## src/tof_roi_scan_heatmap_unit_macros.svh

```systemverilog
// Assertion macros shared by the heat-map scan unit.
`ifndef TOF_ROI_SCAN_HEATMAP_UNIT_MACROS_SVH
`define TOF_ROI_SCAN_HEATMAP_UNIT_MACROS_SVH

// Same-cycle implication, sampled on clk and silenced while rst_n is low.
`define TRSH_ASSERT_NOW(label, ante, cons, msg) \
    label: assert property (@(posedge clk) disable iff (!rst_n) (ante) |-> (cons)) \
        else $error(msg);

// Next-cycle implication, sampled on clk and silenced while rst_n is low.
`define TRSH_ASSERT_NEXT(label, ante, cons, msg) \
    label: assert property (@(posedge clk) disable iff (!rst_n) (ante) |=> (cons)) \
        else $error(msg);

`endif

```

## src/trsh_pkg.sv

```systemverilog
// Types, mode codes and table functions for the heat-map scan unit.
package trsh_pkg;

    // Grid size codes held in the mode register.
    localparam logic [1:0] MODE_GRID16 = 2'd0;
    localparam logic [1:0] MODE_GRID8  = 2'd1;
    localparam logic [1:0] MODE_GRID4  = 2'd2;
    localparam logic [1:0] MODE_GRID1  = 2'd3;
    localparam logic [1:0] ROI_MODE_RESET = MODE_GRID8;

    // Centre used whenever the receive array is not stepped.
    localparam logic [7:0] CENTER_FIXED = 8'd199;

    // Upper bound (exclusive) of a measurable distance.
    localparam logic [15:0] RANGE_LIMIT_MM = 16'd4000;

    typedef struct packed {
        logic [15:0] distance_mm;
        logic        timed_out;
    } item_t;

    typedef struct packed {
        logic [3:0]  cell_x;
        logic [3:0]  cell_y;
        logic [7:0]  heat_level;
        logic [7:0]  red;
        logic [7:0]  green;
        logic [7:0]  blue;
        logic        measurable;
        logic [11:0] display_min_mm;
        logic        shown_valid;
        logic [7:0]  next_center;
        logic        frame_end;
    } result_t;

    typedef struct packed {
        logic [7:0] red;
        logic [7:0] green;
        logic [7:0] blue;
    } rgb_t;

    // Stepped intensity for a measurable distance.
    function automatic logic [7:0] level_for(input logic [11:0] mm);
        logic [7:0] lvl;
        if (mm <= 12'd100)       lvl = 8'd255;
        else if (mm <= 12'd200)  lvl = 8'd230;
        else if (mm <= 12'd300)  lvl = 8'd205;
        else if (mm <= 12'd450)  lvl = 8'd182;
        else if (mm <= 12'd650)  lvl = 8'd162;
        else if (mm <= 12'd900)  lvl = 8'd145;
        else if (mm <= 12'd1200) lvl = 8'd130;
        else if (mm <= 12'd1550) lvl = 8'd118;
        else if (mm <= 12'd1950) lvl = 8'd108;
        else if (mm <= 12'd2350) lvl = 8'd100;
        else if (mm <= 12'd2700) lvl = 8'd94;
        else if (mm <= 12'd3000) lvl = 8'd90;
        else                     lvl = 8'd88;
        return lvl;
    endfunction

    // Heat colour: black to blue, blue to cyan, cyan to yellow, yellow to red.
    function automatic rgb_t heat_colour(input logic [7:0] lvl);
        rgb_t       c;
        logic [7:0] ramp;
        ramp = {lvl[5:0], 2'b00};
        unique case (lvl[7:6])
            2'd0:    c = '{red: 8'd0,   green: 8'd0,          blue: ramp};
            2'd1:    c = '{red: 8'd0,   green: ramp,          blue: 8'd255};
            2'd2:    c = '{red: ramp,   green: 8'd255,        blue: 8'd255 - ramp};
            default: c = '{red: 8'd255, green: 8'd255 - ramp, blue: 8'd0};
        endcase
        return c;
    endfunction

    // Position on the 16-wide receive array of a cell index in the 4x4 grid.
    function automatic logic [3:0] coord_grid4(input logic [1:0] i);
        logic [3:0] c;
        unique case (i)
            2'd0:    c = 4'd2;
            2'd1:    c = 4'd6;
            2'd2:    c = 4'd9;
            default: c = 4'd13;
        endcase
        return c;
    endfunction

    // Receive-array centre number from array column and row.
    function automatic logic [7:0] center_for(input logic [3:0] x16, input logic [3:0] y16);
        logic [7:0] xs;
        logic [7:0] c;
        xs = {1'b0, x16, 3'b000};
        if (!y16[3]) c = 8'd128 + xs + {4'b0000, y16};
        else         c = 8'd127 - xs - {5'b00000, y16[2:0]};
        return c;
    endfunction

endpackage

```

## src/tof_roi_scan_heatmap_unit.sv

```systemverilog
// Heat-map scan unit: ranging result in, cell position, colour and minimum out.
`include "tof_roi_scan_heatmap_unit_macros.svh"

// Steps a multizone time-of-flight scan over a square grid of 16, 8, 4 or 1
// cells per side, row by row. Each item on the input channel is one ranging
// result for the current cell; each produces exactly one result item giving
// the cell coordinates, a stepped intensity with its RGB heat colour, the
// measurable flag, the frame minimum (or the last minimum seen when this
// frame has none yet), the receive-array centre to program for the next cell
// and a flag marking the last cell of a frame. A result is measurable when
// there is no timeout and the distance lies between 1 and 3999 mm; otherwise
// its intensity is zero. An accepted item moves from an input register into a
// result register when that is free, and one item is accepted every cycle
// while the result side keeps taking results: the input register and the
// result register enclose a single stage of logic, and the scan and minimum
// state are updated as an item moves into the result register, so the next
// item sees them at once. A write on the configuration port selects the grid
// size, restarts the scan at cell 0 and clears the frame minimum; writes are
// expected only while the unit holds no item. There is no clearing pass after
// reset.
module tof_roi_scan_heatmap_unit
    import trsh_pkg::*;
(
    input  logic       clk,
    input  logic       rst_n,

    input  logic       item_valid,
    output logic       item_ready,
    input  item_t      item,

    output logic       result_valid,
    input  logic       result_ready,
    output result_t    result,

    input  logic       cfg_wr_en,
    input  logic [1:0] cfg_wr_data
);

    // Input stage.
    logic        in_valid_reg;
    item_t       in_reg;

    // Result stage.
    logic        out_valid_reg;
    result_t     out_reg;

    // Configuration and scan state.
    logic [1:0]  mode_reg;
    logic [7:0]  scan_pos_reg;
    logic [11:0] frame_min_reg;
    logic        frame_has_min_reg;
    logic [11:0] prev_min_reg;
    logic        prev_min_valid_reg;

    // Next values of the state, used when an item advances.
    logic [7:0]  scan_pos_next;
    logic [11:0] frame_min_next;
    logic        frame_has_min_next;
    logic [11:0] prev_min_next;
    logic        prev_min_valid_next;
    result_t     result_next;

    logic        advance;
    logic        item_accept;

    // Working signals of the single logic stage.
    logic        frame_has_min_eff;
    logic        meas;
    logic [11:0] mm;
    logic [7:0]  lvl;
    rgb_t        colour;
    logic [8:0]  pos_inc;
    logic        last;
    logic [3:0]  cx;
    logic [3:0]  cy;
    logic [7:0]  center;

    // The result register is free when empty or being emptied this cycle.
    assign advance     = in_valid_reg && (!out_valid_reg || result_ready);
    assign item_ready  = !in_valid_reg || advance;
    assign item_accept = item_valid && item_ready;

    assign result_valid = out_valid_reg;
    assign result       = out_reg;

    always_comb
    begin
        mm   = in_reg.distance_mm[11:0];
        meas = !in_reg.timed_out && (in_reg.distance_mm != 16'd0)
               && (in_reg.distance_mm < RANGE_LIMIT_MM);

        // A new frame starts with no minimum, before this cell is counted.
        frame_has_min_eff = (scan_pos_reg != 8'd0) && frame_has_min_reg;

        if (meas && (!frame_has_min_eff || (mm < frame_min_reg))) frame_min_next = mm;
        else                                                        frame_min_next = frame_min_reg;
        frame_has_min_next  = frame_has_min_eff || meas;
        prev_min_next       = meas ? frame_min_next : prev_min_reg;
        prev_min_valid_next = prev_min_valid_reg || meas;

        lvl    = meas ? level_for(mm) : 8'd0;
        colour = heat_colour(lvl);

        // Scan advance; the end of the frame depends on the number of cells.
        pos_inc = {1'b0, scan_pos_reg} + 9'd1;
        unique case (mode_reg)
            MODE_GRID16:
            begin
                last = pos_inc[8];
                cx   = scan_pos_reg[3:0];
                cy   = scan_pos_reg[7:4];
            end
            MODE_GRID8:
            begin
                last = pos_inc[6];
                cx   = {1'b0, scan_pos_reg[2:0]};
                cy   = {1'b0, scan_pos_reg[5:3]};
            end
            MODE_GRID4:
            begin
                last = pos_inc[4];
                cx   = {2'b00, scan_pos_reg[1:0]};
                cy   = {2'b00, scan_pos_reg[3:2]};
            end
            default:
            begin
                last = 1'b1;
                cx   = 4'd0;
                cy   = 4'd0;
            end
        endcase
        scan_pos_next = last ? 8'd0 : pos_inc[7:0];

        // Centre of the next cell on the receive array. The 8x8 grid maps
        // index i to array position 4 + i; the 4x4 grid uses a small table.
        unique case (mode_reg)
            MODE_GRID8:
                center = center_for(4'd4 + {1'b0, scan_pos_next[2:0]},
                                    4'd4 + {1'b0, scan_pos_next[5:3]});
            MODE_GRID4:
                center = center_for(coord_grid4(scan_pos_next[1:0]),
                                    coord_grid4(scan_pos_next[3:2]));
            default:
                center = CENTER_FIXED;
        endcase

        result_next.cell_x      = cx;
        result_next.cell_y      = cy;
        result_next.heat_level  = lvl;
        result_next.red         = colour.red;
        result_next.green       = colour.green;
        result_next.blue        = colour.blue;
        result_next.measurable  = meas;
        result_next.shown_valid = frame_has_min_next || prev_min_valid_next;
        if (frame_has_min_next)       result_next.display_min_mm = frame_min_next;
        else if (prev_min_valid_next) result_next.display_min_mm = prev_min_next;
        else                          result_next.display_min_mm = 12'd0;
        result_next.next_center = center;
        result_next.frame_end   = last;
    end

    // Control and state registers.
    always_ff @(posedge clk or negedge rst_n)
    begin
        if (!rst_n)
        begin
            in_valid_reg       <= 1'b0;
            out_valid_reg      <= 1'b0;
            mode_reg           <= ROI_MODE_RESET;
            scan_pos_reg       <= 8'd0;
            frame_min_reg      <= 12'd0;
            frame_has_min_reg  <= 1'b0;
            prev_min_reg       <= 12'd0;
            prev_min_valid_reg <= 1'b0;
        end
        else
        begin
            if (item_accept)
                in_valid_reg <= 1'b1;
            else if (advance)
                in_valid_reg <= 1'b0;

            if (advance)
                out_valid_reg <= 1'b1;
            else if (result_ready)
                out_valid_reg <= 1'b0;

            // A configuration write must arrive only while no item is held; the block does not enforce this.
            priority if (cfg_wr_en)
            begin
                mode_reg          <= cfg_wr_data;
                scan_pos_reg      <= 8'd0;
                frame_has_min_reg <= 1'b0;
            end
            else if (advance)
            begin
                scan_pos_reg       <= scan_pos_next;
                frame_min_reg      <= frame_min_next;
                frame_has_min_reg  <= frame_has_min_next;
                prev_min_reg       <= prev_min_next;
                prev_min_valid_reg <= prev_min_valid_next;
            end
        end
    end

    // Payload registers.
    always_ff @(posedge clk)
    begin
        if (item_accept)
            in_reg <= item;
        if (advance)
            out_reg <= result_next;
    end

    `TRSH_ASSERT_NOW(a_pos_in_grid,
        (mode_reg == MODE_GRID1) || (mode_reg == MODE_GRID4) || (mode_reg == MODE_GRID8),
        ((mode_reg == MODE_GRID1) && (scan_pos_reg == 8'd0))
        || ((mode_reg == MODE_GRID4) && (scan_pos_reg[7:4] == 4'd0))
        || ((mode_reg == MODE_GRID8) && (scan_pos_reg[7:6] == 2'd0)),
        "scan position beyond the grid")
    `TRSH_ASSERT_NOW(a_level_matches_meas, out_valid_reg,
        out_reg.measurable == (out_reg.heat_level != 8'd0),
        "intensity disagrees with the measurable flag")
    `TRSH_ASSERT_NOW(a_meas_gives_min, out_valid_reg && out_reg.measurable,
        out_reg.shown_valid && (out_reg.display_min_mm != 12'd0),
        "measurable result without a shown minimum")
    `TRSH_ASSERT_NEXT(a_frame_wraps, advance && result_next.frame_end && !cfg_wr_en,
        scan_pos_reg == 8'd0,
        "scan did not return to cell 0 after the last cell")

endmodule

```

## config.mk

```make
export PLATFORM = sky130hd
export DESIGN_NAME = tof_roi_scan_heatmap_unit
export DESIGN_NICKNAME = d
export VERILOG_FILES = /design/src/trsh_pkg.sv /design/src/tof_roi_scan_heatmap_unit.sv
export VERILOG_INCLUDE_DIRS = /design/src /design/src/src
export SDC_FILE = /design/constraint.sdc
export NUM_CORES = 1
export LEC_CHECK = 0
export BUFFER_PORTS_ARGS = -buffer_cell sky130_fd_sc_hd__buf_4
export CAP_MARGIN = 5
export CORE_UTILIZATION = 49
export CTS_CLUSTER_SIZE = 20
export DETAILED_ROUTE_END_ITERATION = 8
export PLACE_DENSITY = 0.73
export SLEW_MARGIN = 20
export SYNTH_ARGS = -nofsm -noshare
export SYNTH_HDL_FRONTEND = slang
export SYNTH_SLANG_ARGS = --single-unit
```

## constraint.sdc

```tcl
create_clock -name clk -period 3.3 [get_ports clk]
set_input_delay 0.165 -clock clk [delete_from_list [all_inputs] [get_ports clk]]
set_output_delay 0.165 -clock clk [all_outputs]
set_load 0.005 [all_outputs]
```

==> flow_results.org, run 1 <==
** Worst setup path
- Number of cells on the critical path :: 14
- Cell count of the worst reg-to-reg path :: 14
- Broken down by cell family, the worst path's largest delay share belongs to compound AO/OA/AOI/OAI gates.
- Top fanout value on the critical path :: 5
- STA classifies the critical path endpoint as a flip-flop.
- Crit path required time :: 3.47 ns
- Slowest cell on the critical path :: sky130_fd_sc_hd__dfrtp_1
- The worst setup path is launched from a flip-flop.
- Number of buffer and inverter instances along the worst setup path :: 1
- Start point of the critical path :: scan_pos_reg[1]$_DFFE_PN0P_
- Following the worst setup path forward leads to its endpoint at result[6]$_DFFE_PP_.
- The critical path is of the reg2reg type.
- Data arrival time at the worst-slack endpoint :: between 3 and 4 ns
- Cell-by-cell listing of the critical path :: ha_1 -> nand3_2 -> or2_1 -> a311oi_2 -> and2_4 -> buf_4 -> nand2_1 -> ha_1 -> a21oi_1 -> xor2_1 -> nor2_1 -> a31oi_1 -> o22a_1 -> o22ai_1
- Flop2flop setup slack :: around 0.1 ns
- On the worst path, the slowest cell contributes a delay of between 0.3 and 0.4 ns.
- Critical register-to-register path endpoint :: result[6]$_DFFE_PP_
- The startpoint identified for the worst register-to-register timing path is scan_pos_reg[1]$_DFFE_PN0P_.
- In this design, the critical path's most frequently occurring cell is sky130_fd_sc_hd__ha_1.

** GRT
- The initial antenna violation count came to 0.
- Largest net degree at the start of global routing :: 39
- Wire length of the first global-routing pass :: 24600 um
- Overall track demand over capacity in global routing :: between 20% and 30%
- The via count of the first global-routing pass was 4863.
- Overflow after GRT :: 0

** Route
- Number of optimization iterations in the first detailed-route pass :: 4
- The detailed router placed around 5000 vias in this run.
- In the final routed layout, each cell accounts on average for 18.0 um.
- For this run, design rule violations remaining after detail routing come to 0.
- Final ANT Viol Nets :: 0
- Wire length reported by the detailed router :: 15700 um
- Using the TritonRoute via totals, the vias-per-cell ratio works out to 5.77.
- In this run, the number of DRC markers left after iteration 0 of detailed routing was 468.

** CTS
- The tree built by TritonCTS fans out to 115 sinks.
- Clock-pin slew was measured on the worst setup and hold paths at 0.05 ns.
- The tree is rooted in a sky130_fd_sc_hd__clkbuf_16.
- Clock latency at the later pin of the worst-skew pair :: 0.42 ns
- In this run, CTS created clock tree buffers numbering 17.
- The H-tree was split into 4 levels.
- TritonCTS clock tree :: done
- Maximum count of clock buffers along a single path :: 2

** Logic synthesis
- In this run, synthesis produced a sequential element count of 115.
- Averaged over all synthesized cells, the footprint is between 10 and 15 um2.
- When the netlist entered floorplanning its net count stood at 630.
- Number of distinct library cell variants in the gate-level netlist after synthesis :: 71
- Count of synthesis-stage warnings from yosys :: 0
- Primary FF master, synth :: sky130_fd_sc_hd__edfxtp_1
- In the synthesized netlist the async set-or-reset flop fraction comes to 33.0%.
- The cell area that synthesis handed to floorplanning was 0.00631 mm2.
- After synthesis, flip-flops and latches occupy about half of the total area.
- Synthesis produced 571 cells.
- Post-synth EDFFs :: a little under 80

** Timing
- Final Max Slew Viols :: 0
- Measured against its own limit, the worst slew margin works out to 46.8%.
- Subtracting the final worst setup slack from the clock period gives 3.20 ns.
- Slew of the pin with the lowest slew margin :: 0.798 ns
- The clock arrives with 0.00721 ns of skew.
- The count of final hold-check violations came to 1.
- Setup TNS :: 0 ns
- Share of the cycle needed by the critical path after routing :: 97.0%
- Hold Slack :: -0.000558 ns
- Maximum clock frequency :: approximately 310 MHz
- Total of endpoints with negative setup slack in the final report :: 0

** Floorplanning
- Area of the core :: approximately 0.013 mm2
- In this run the horizontal extent of the chip is about 120 um.
- Initial Utilization :: between 50 and 60%
- The initialized floorplan defines 41 standard-cell rows.
- Die height :: 115 um
- In this run the count of I/O pins placed on the die edge is 89.
- Area enclosed by the die boundary :: 0.0133 mm2

** Power and ir drop
- Worst voltage drop across the vdd grid :: 0.000321 V
- Power density over the cells :: 531 mW/mm2
- The analysis attributes to cell leakage a power of 3.43 nW.
- In this run switching power makes up roughly 25% of total power.
- The share of total power dissipated in sequential elements is 42.1%.
- The share of total power dissipated in combinational logic is between 10% and 20%.
- Sw Pwr :: 1.08 mW
- The design draws about 4.3 mW.
- Per report_power, the clock group accounts for 42.1% of the total.
- Cell internal power dissipation :: around 3.2 mW

** Final layout
- The count of cells in the finished layout, fillers not included, comes to 874.
- Seq. cell area :: 0.00326 mm2
- The number of antenna diodes in the final layout is 0.
- Relative to the synthesized area, the layout overhead comes to 27.5%.
- Summing all multi-input logic gate instances after layout gives 0.00275 mm2.
- The post-route netlist has a little over a quarter of its cells at a drive strength greater than 1.
- Layout filler cell count :: approximately 1000
- Number of flip-flops in the largest register :: 60
- For this run, the post-layout net count is 748.

** Min path
- In this run the worst hold path is classified as in2reg.

** Outcome
- The checks that failed: hold timing.
- Run status :: complete, but fails checks

** Place
- Final weighted congestion in routability-driven placement :: 0.881
- I/O Buffers :: 88
- In this run, placement finished with an instance count of around 800.
- Dpl hpwl :: 10500 um

** Job
- Max-cap violations in this run came to 0.
per-stage QoR:
stage	hold WS (ns)	cell area (um2)	util (%)	setup slack (ns)
after detailed placement	0.178	7230	57.5	0.0362
after floorplan	-0.131	6310	-	0.198
after global routing	0.0187	8040	64.0	-0.00357
final	-0.000558	8040	64.0	0.100
after global placement	0.163	7230	57.5	0.155
after CTS	0.00416	8000	63.7	0.0141
kinds of logic after synthesis:
logic type / Yosys count / share of synthesized area (%)
muxes: 19 / 3.23
buffers and inverters: 73 / 5.02
DFF: 115 / 51.8
and+or+nand+nor: 159 / 13.0
xor gates and xnor gates: 10 / 1.39
AOI/OAI and AO/OA: 160 / 18.7
adders and majority gates: 35 / 6.94
power groups by stage:
stage / sequential [mW] / combinational, mW / clock [mW]
floorplan: 1.80 / 0.392 / 0
global placement: 1.81 / 0.619 / 0
detailed placement: 1.82 / 0.643 / 0
CTS: 1.80 / 0.666 / 1.81
global route: 1.81 / 0.742 / 1.88
finish: 1.80 / 0.675 / 1.80
metal layers:
| metal | part of all wire, % | track usage, % | routed length, um | vias up |
|---|---|---|---|---|
| met3 | 5.9 | 5.91 | 926 | 17 |
| met4 | 1.3 | 9.70 | 211 | 0 |
| met5 | 0 | 0 | 0 | - |
| li1 | - | - | - | 2367 |
| met1 | 42 | 30.4 | 6590 | 2459 |
| met2 | 51 | 41.8 | 7980 | 197 |
layout by cell type (no fill, tap or decap), types with 4 or more instances in the layout:
cell	Yosys	final
sky130_fd_sc_hd__nor3_1	11	11
sky130_fd_sc_hd__a21o_1	16	16
sky130_fd_sc_hd__nand2b_1	8	8
sky130_fd_sc_hd__o221a_2	12	12
sky130_fd_sc_hd__buf_4	7	119
sky130_fd_sc_hd__a21oi_1	29	29
sky130_fd_sc_hd__nand3b_1	6	6
sky130_fd_sc_hd__o21ai_0	23	23
sky130_fd_sc_hd__mux2i_1	8	8
sky130_fd_sc_hd__edfxtp_1	77	77
sky130_fd_sc_hd__dlygate4sd3_1	0	20
sky130_fd_sc_hd__a21boi_0	11	11
sky130_fd_sc_hd__dfrtp_1	37	37
sky130_fd_sc_hd__nand3_1	11	11
sky130_fd_sc_hd__nor2_1	32	30
sky130_fd_sc_hd__clkinv_1	1	5
sky130_fd_sc_hd__nand2_1	50	50
sky130_fd_sc_hd__nor4_1	6	6
sky130_fd_sc_hd__ha_1	35	35
sky130_fd_sc_hd__o22a_1	13	13
sky130_fd_sc_hd__clkinv_2	0	4
sky130_fd_sc_hd__nor2_2	2	4
sky130_fd_sc_hd__xor2_1	6	6
sky130_fd_sc_hd__xnor2_1	4	4
sky130_fd_sc_hd__o211ai_1	5	5
sky130_fd_sc_hd__o31ai_1	13	13
sky130_fd_sc_hd__a31oi_1	4	4
sky130_fd_sc_hd__clkbuf_16	0	17
sky130_fd_sc_hd__inv_1	29	29
sky130_fd_sc_hd__mux2_2	11	11
worst register-to-register path, cell delays in order (launching register included):
cell and delay, ns:
sky130_fd_sc_hd__dfrtp_1 0.37, sky130_fd_sc_hd__ha_1 0.21, sky130_fd_sc_hd__nand3_2 0.11, sky130_fd_sc_hd__or2_1 0.29
sky130_fd_sc_hd__a311oi_2 0.28, sky130_fd_sc_hd__and2_4 0.22, sky130_fd_sc_hd__buf_4 0.13, sky130_fd_sc_hd__nand2_1 0.13
sky130_fd_sc_hd__ha_1 0.35, sky130_fd_sc_hd__a21oi_1 0.20, sky130_fd_sc_hd__xor2_1 0.18, sky130_fd_sc_hd__nor2_1 0.06
sky130_fd_sc_hd__a31oi_1 0.17, sky130_fd_sc_hd__o22a_1 0.17, sky130_fd_sc_hd__o22ai_1 0.06
what timing repair did:
item                       CTS  global route
hold buffers                20             0
setup endpoints to repair    0             6
hold endpoints to repair    56             0
setup buffers                0             2
gates resized for setup      0             6
worst min-delay path by stage:
stage	start	endpoint	slack (ns)	cells after the start
after floorplan	rst_n	frame_has_min_reg$_DFFE_PN0P_	-0.13	0
after global placement	rst_n	frame_min_reg[4]$_DFFE_PN0P_	0.16	1
after detailed placement	rst_n	frame_min_reg[4]$_DFFE_PN0P_	0.18	1
after CTS	cfg_wr_data[1]	mode_reg[1]$_DFFE_PN0P_	0.004	3
after global routing	cfg_wr_data[1]	mode_reg[1]$_DFFE_PN0P_	0.02	3
final	cfg_wr_data[1]	mode_reg[1]$_DFFE_PN0P_	-0.0006	3
final cells by class:
| type | count | share of cell area, % |
|---|---|---|
| multi-input combinational | 383 | 34.2 |
| tap | 172 | 2.68 |
| inverter | 32 | 1.53 |
| clock buffer | 18 | 5.34 |
| timing repair buffer | 140 | 13.9 |
| sequential | 115 | 40.6 |
| clock inverter | 14 | 1.79 |
cell usage after synthesis (4+ instances only):
cell type | number | area, um2
sky130_fd_sc_hd__edfxtp_1 | 77 | 2310
sky130_fd_sc_hd__nand2_1 | 50 | 188
sky130_fd_sc_hd__dfrtp_1 | 37 | 926
sky130_fd_sc_hd__ha_1 | 35 | 438
sky130_fd_sc_hd__nor2_1 | 32 | 120
sky130_fd_sc_hd__a21oi_1 | 29 | 145
sky130_fd_sc_hd__inv_1 | 29 | 109
sky130_fd_sc_hd__clkbuf_1 | 23 | 86.3
sky130_fd_sc_hd__o21ai_0 | 23 | 115
sky130_fd_sc_hd__a21o_1 | 16 | 120
sky130_fd_sc_hd__o22a_1 | 13 | 114
sky130_fd_sc_hd__o31ai_1 | 13 | 97.6
sky130_fd_sc_hd__o221a_2 | 12 | 135
sky130_fd_sc_hd__a21boi_0 | 11 | 82.6
sky130_fd_sc_hd__buf_2 | 11 | 55.1
sky130_fd_sc_hd__mux2_2 | 11 | 124
sky130_fd_sc_hd__nand3_1 | 11 | 55.1
sky130_fd_sc_hd__nor3_1 | 11 | 55.1
sky130_fd_sc_hd__mux2i_1 | 8 | 80.1
sky130_fd_sc_hd__nand2b_1 | 8 | 50.1
sky130_fd_sc_hd__buf_4 | 7 | 52.6
sky130_fd_sc_hd__nand3b_1 | 6 | 45.0
sky130_fd_sc_hd__nor4_1 | 6 | 37.5
sky130_fd_sc_hd__xor2_1 | 6 | 52.6
sky130_fd_sc_hd__o211ai_1 | 5 | 37.5
sky130_fd_sc_hd__a211oi_1 | 4 | 30.0
sky130_fd_sc_hd__a31oi_1 | 4 | 25.0
sky130_fd_sc_hd__xnor2_1 | 4 | 35.0
(Power assumes the default switching activity.)
==> run 2, diff against run 1 <==
--- a/config.mk
+++ b/config.mk
@@ -8,10 +8,12 @@
 export LEC_CHECK = 0
 export BUFFER_PORTS_ARGS = -buffer_cell sky130_fd_sc_hd__buf_4
 export CAP_MARGIN = 5
-export CORE_UTILIZATION = 49
+export CELL_PAD_IN_SITES_DETAIL_PLACEMENT = 0
+export CELL_PAD_IN_SITES_GLOBAL_PLACEMENT = 2
+export CORE_UTILIZATION = 34
 export CTS_CLUSTER_SIZE = 20
 export DETAILED_ROUTE_END_ITERATION = 8
-export PLACE_DENSITY = 0.73
+export PLACE_DENSITY_LB_ADDON = 0.1
 export SLEW_MARGIN = 20
 export SYNTH_ARGS = -nofsm -noshare
 export SYNTH_HDL_FRONTEND = slang
==> flow_results.org, run 2 (synthesis gave the netlist of run 1 again) <==
** Outcome
- Run status :: complete, but fails checks
- The checks that failed: DRC.

** Final layout
- Number of antenna repair diodes :: 0
- Net count of the finished layout :: 752
- After filler insertion, the fill cell instance count of the layout stands at between 1500 and 2000.
- Share of cells above drive strength 1 :: 27.5%
- Number of flip-flops in the largest register :: 60
- Leaving out fill and tap cells, the most frequent cells in the layout are sky130_fd_sc_hd__buf_4, sky130_fd_sc_hd__edfxtp_1, sky130_fd_sc_hd__nand2_1.
- The area growth from synthesis to layout is 29.6%.
- Most common cell after layout, fill and taps aside :: sky130_fd_sc_hd__buf_4

** Worst setup path
- Data arrival time at the worst-slack endpoint :: between 3 and 4 ns
- Critical register-to-register path endpoint :: result[5]$_DFFE_PP_
- The startpoint identified for the worst register-to-register timing path is scan_pos_reg[1]$_DFFE_PN0P_.
- Top fanout value on the critical path :: 5
- Data on the critical path is required at its endpoint by 3.45 ns.
- Longest individual stage delay on the worst path :: 0.37 ns
- Worst Setup Start Kind :: flip-flop
- Library cell appearing most often on the critical path :: sky130_fd_sc_hd__ha_1
- The worst setup path is captured at a flip-flop.
- Setup slack on the worst reg-to-reg path comes out at 0.24 ns.
- Cell-by-cell listing of the critical path :: ha_2 -> nand3_2 -> or2_1 -> a311oi_1 -> and2_4 -> inv_4 -> nor2_2 -> inv_1 -> ha_1 -> or2_2 -> ha_1 -> nor2_1 -> xor2_1 -> o22ai_1
- Crit path kind :: reg2reg
- Slowest cell on the critical path :: sky130_fd_sc_hd__dfrtp_1
- Counting cells, the worst reg-to-reg path comes to 14.

** Place
- At the end of routability-driven placement, the weighted congestion stood at 0.815.
- OpenSTA, run right after detailed placement, puts the worst setup slack at approximately 0.0015 ns.
- Summed over all nets, the half-perimeter wirelength after detailed placement is roughly 11000 um.
- Buffers placed on the I/O ports in this run total 88.

** Job
- Max-Cap Viols :: 0

** CTS
- H-tree Lvls :: 4
- TritonCTS clock tree :: done
- Clock tree synthesis inserted a total of 17 buffers.
- Clock tree synthesis selected as its root buffer the cell sky130_fd_sc_hd__clkbuf_16.
- Maximum count of clock buffers along a single path :: 2
- After clock tree synthesis, the clock-pin slew on the worst setup and hold paths is 0.05 ns.
- Clock latency on the worst-skew pair, taken at its later pin, is between 0.4 and 0.5 ns.
- The clock drives roughly 120 sinks.

** GRT
- Overflow after GRT :: 0
- The initial antenna violation count is 0.
- Entering global routing, the biggest net connects 47 pins.
- Wire length of the first global-routing pass :: 26300 um
- Across every metal layer, demand over resource in global routing totals 17.7%.
- Vias in the first global route :: between 4000 and 5000

** Timing
- Slew of the pin with the lowest slew margin :: 0.706 ns
- Setup TNS :: 0 ns
- Final Max Slew Viols :: 0
- The worst path needs about 3.1 ns of the cycle, external delays included.
- Setup violations remaining at the end of the flow were counted as 0.
- Worst setup slack after layout :: 0.236 ns
- Setup repair after global routing left no endpoint under its margin.
- Share of the cycle needed by the critical path after routing :: between 90 and 100%
- The worst pin sits at a relative slew slack of 52.9%.
- Maximum clock frequency :: about 330 MHz
- The clock arrives with 0.00771 ns of skew.
- Final hold viol count :: 0

** Floorplanning
- Number of cell rows :: 49
- Width of the die :: ~140 um
- Die height :: 138 um
- The region available for standard cell placement spans 0.0181 mm2.
- The initial utilization of the core area, before any placement, comes to approximately a third.
- Ports placed on the boundary :: 89
- The die covers 0.0191 mm2.

** Power and ir drop
- Worst voltage drop across the vdd grid :: around 0.00035 V
- Power density over the cells :: 538 mW/mm2
- For this design the static power due to leakage is 3.46 nW.

** Min path
- The tightest min-delay check is of the in2reg type.
- Count of cells along the worst hold path :: 3
- Hold Path End :: result_valid$_DFFE_PN0P_
- Hold Path Origin :: result_ready

** Route
- Number of optimization iterations in the first detailed-route pass :: 6
- Dividing the detail-routed wire length by the instance count gives between 15 and 20 um.
- After detailed routing, the number of remaining DRC violations is 17.
- After the first detailed-routing iteration, the DRC count stood at roughly 330.
- Dividing the detail-routed via count by the number of cells gives 5.23.
- The routed layout has a little under 5000 vias.
- Wire length reported by the detailed router :: 16300 um
- Final ANT Viol Nets :: 0
[run 2: changes by cell type in the layout (fill, tap and decap cells not counted), moves of 2 or more]
| cell | change |
|---|---|
| sky130_fd_sc_hd__o21ai_1 | +2 |
| sky130_fd_sc_hd__buf_4 | +3 |
| sky130_fd_sc_hd__clkinv_1 | -5 |
| sky130_fd_sc_hd__clkinv_4 | +4 |
| sky130_fd_sc_hd__o21ai_2 | -2 |
[run 2: metal layers]
layer  up-vias  GRT usage [%]  wire, um
met3        14           3.81       631
met5         -              0         0
met1      2382           23.8      7780
li1       2368              -         -
met4         0           6.51       210
met2       128           28.2      7700
[run 2: worst max-delay path by stage]
stage | from | to | cells past startpoint | slack (ns)
after detailed placement | scan_pos_reg[1]$_DFFE_PN0P_ | result[5]$_DFFE_PP_ | 15 | 0.002
after global routing | mode_reg[0]$_DFFE_PN1P_ | result[6]$_DFFE_PP_ | 16 | 0.01
final | scan_pos_reg[1]$_DFFE_PN0P_ | result[5]$_DFFE_PP_ | 14 | 0.24
after CTS | scan_pos_reg[1]$_DFFE_PN0P_ | result[5]$_DFFE_PP_ | 15 | 0.06
after global placement | scan_pos_reg[1]$_DFFE_PN0P_ | result[5]$_DFFE_PP_ | 15 | 0.09
after floorplan | mode_reg[0]$_DFFE_PN1P_ | result[5]$_DFFE_PP_ | 16 | 0.20
[run 2: layout make-up]
class,instances,area [um2],share of cell area (%)
Clock buffer,19,433,5.30
Clock inverter,13,185,2.27
Inverter,32,123,1.50
Multi-Input combinational cell,383,2730,33.4
Sequential cell,115,3260,40.0
Tap cell,229,287,3.51
Timing Repair Buffer,144,1150,14.0
[run 2: critical path, delay by kind of cell (launching register included)]
family | cells | cell delay, ns
and+or+nand+nor | 6 | 1.16
buffers and inverters | 2 | 0.14
DFF | 1 | 0.37
AOI/OAI and AO/OA | 2 | 0.36
xor gates and xnor gates | 1 | 0.14
adders and majority gates | 3 | 0.63
[run 2: what timing repair did]
item,CTS,global route
setup buffers,0,1
resized for setup,1,3
hold buffers,21,0
endpoints found under the hold margin,57,0
setup endpoints to repair,1,3
[run 2: where the power goes]
part           switching (mW)  internal, mW  leakage [nW]
Clock                   0.675          1.26         0.297
Sequential             0.0895          1.70          1.26
Combinational           0.347         0.321          1.90
[run 2: per-stage QoR]
step / util [%] / hold slack, ns / cells / power (mW) / area [um2]
3_5_place_dp: 40.5 / 0.180 / 881 / 2.47 / 7330
3_3_place_gp: 40.5 / 0.177 / 881 / 2.46 / 7330
5_1_grt: 45.2 / 0.0254 / 935 / 4.60 / 8170
4_1_cts: 45.1 / 0.0222 / 934 / 4.45 / 8160
6_report: 45.2 / 0.0341 / 935 / 4.40 / 8170
2_1_floorplan: - / -0.131 / 571 / 2.19 / 6310
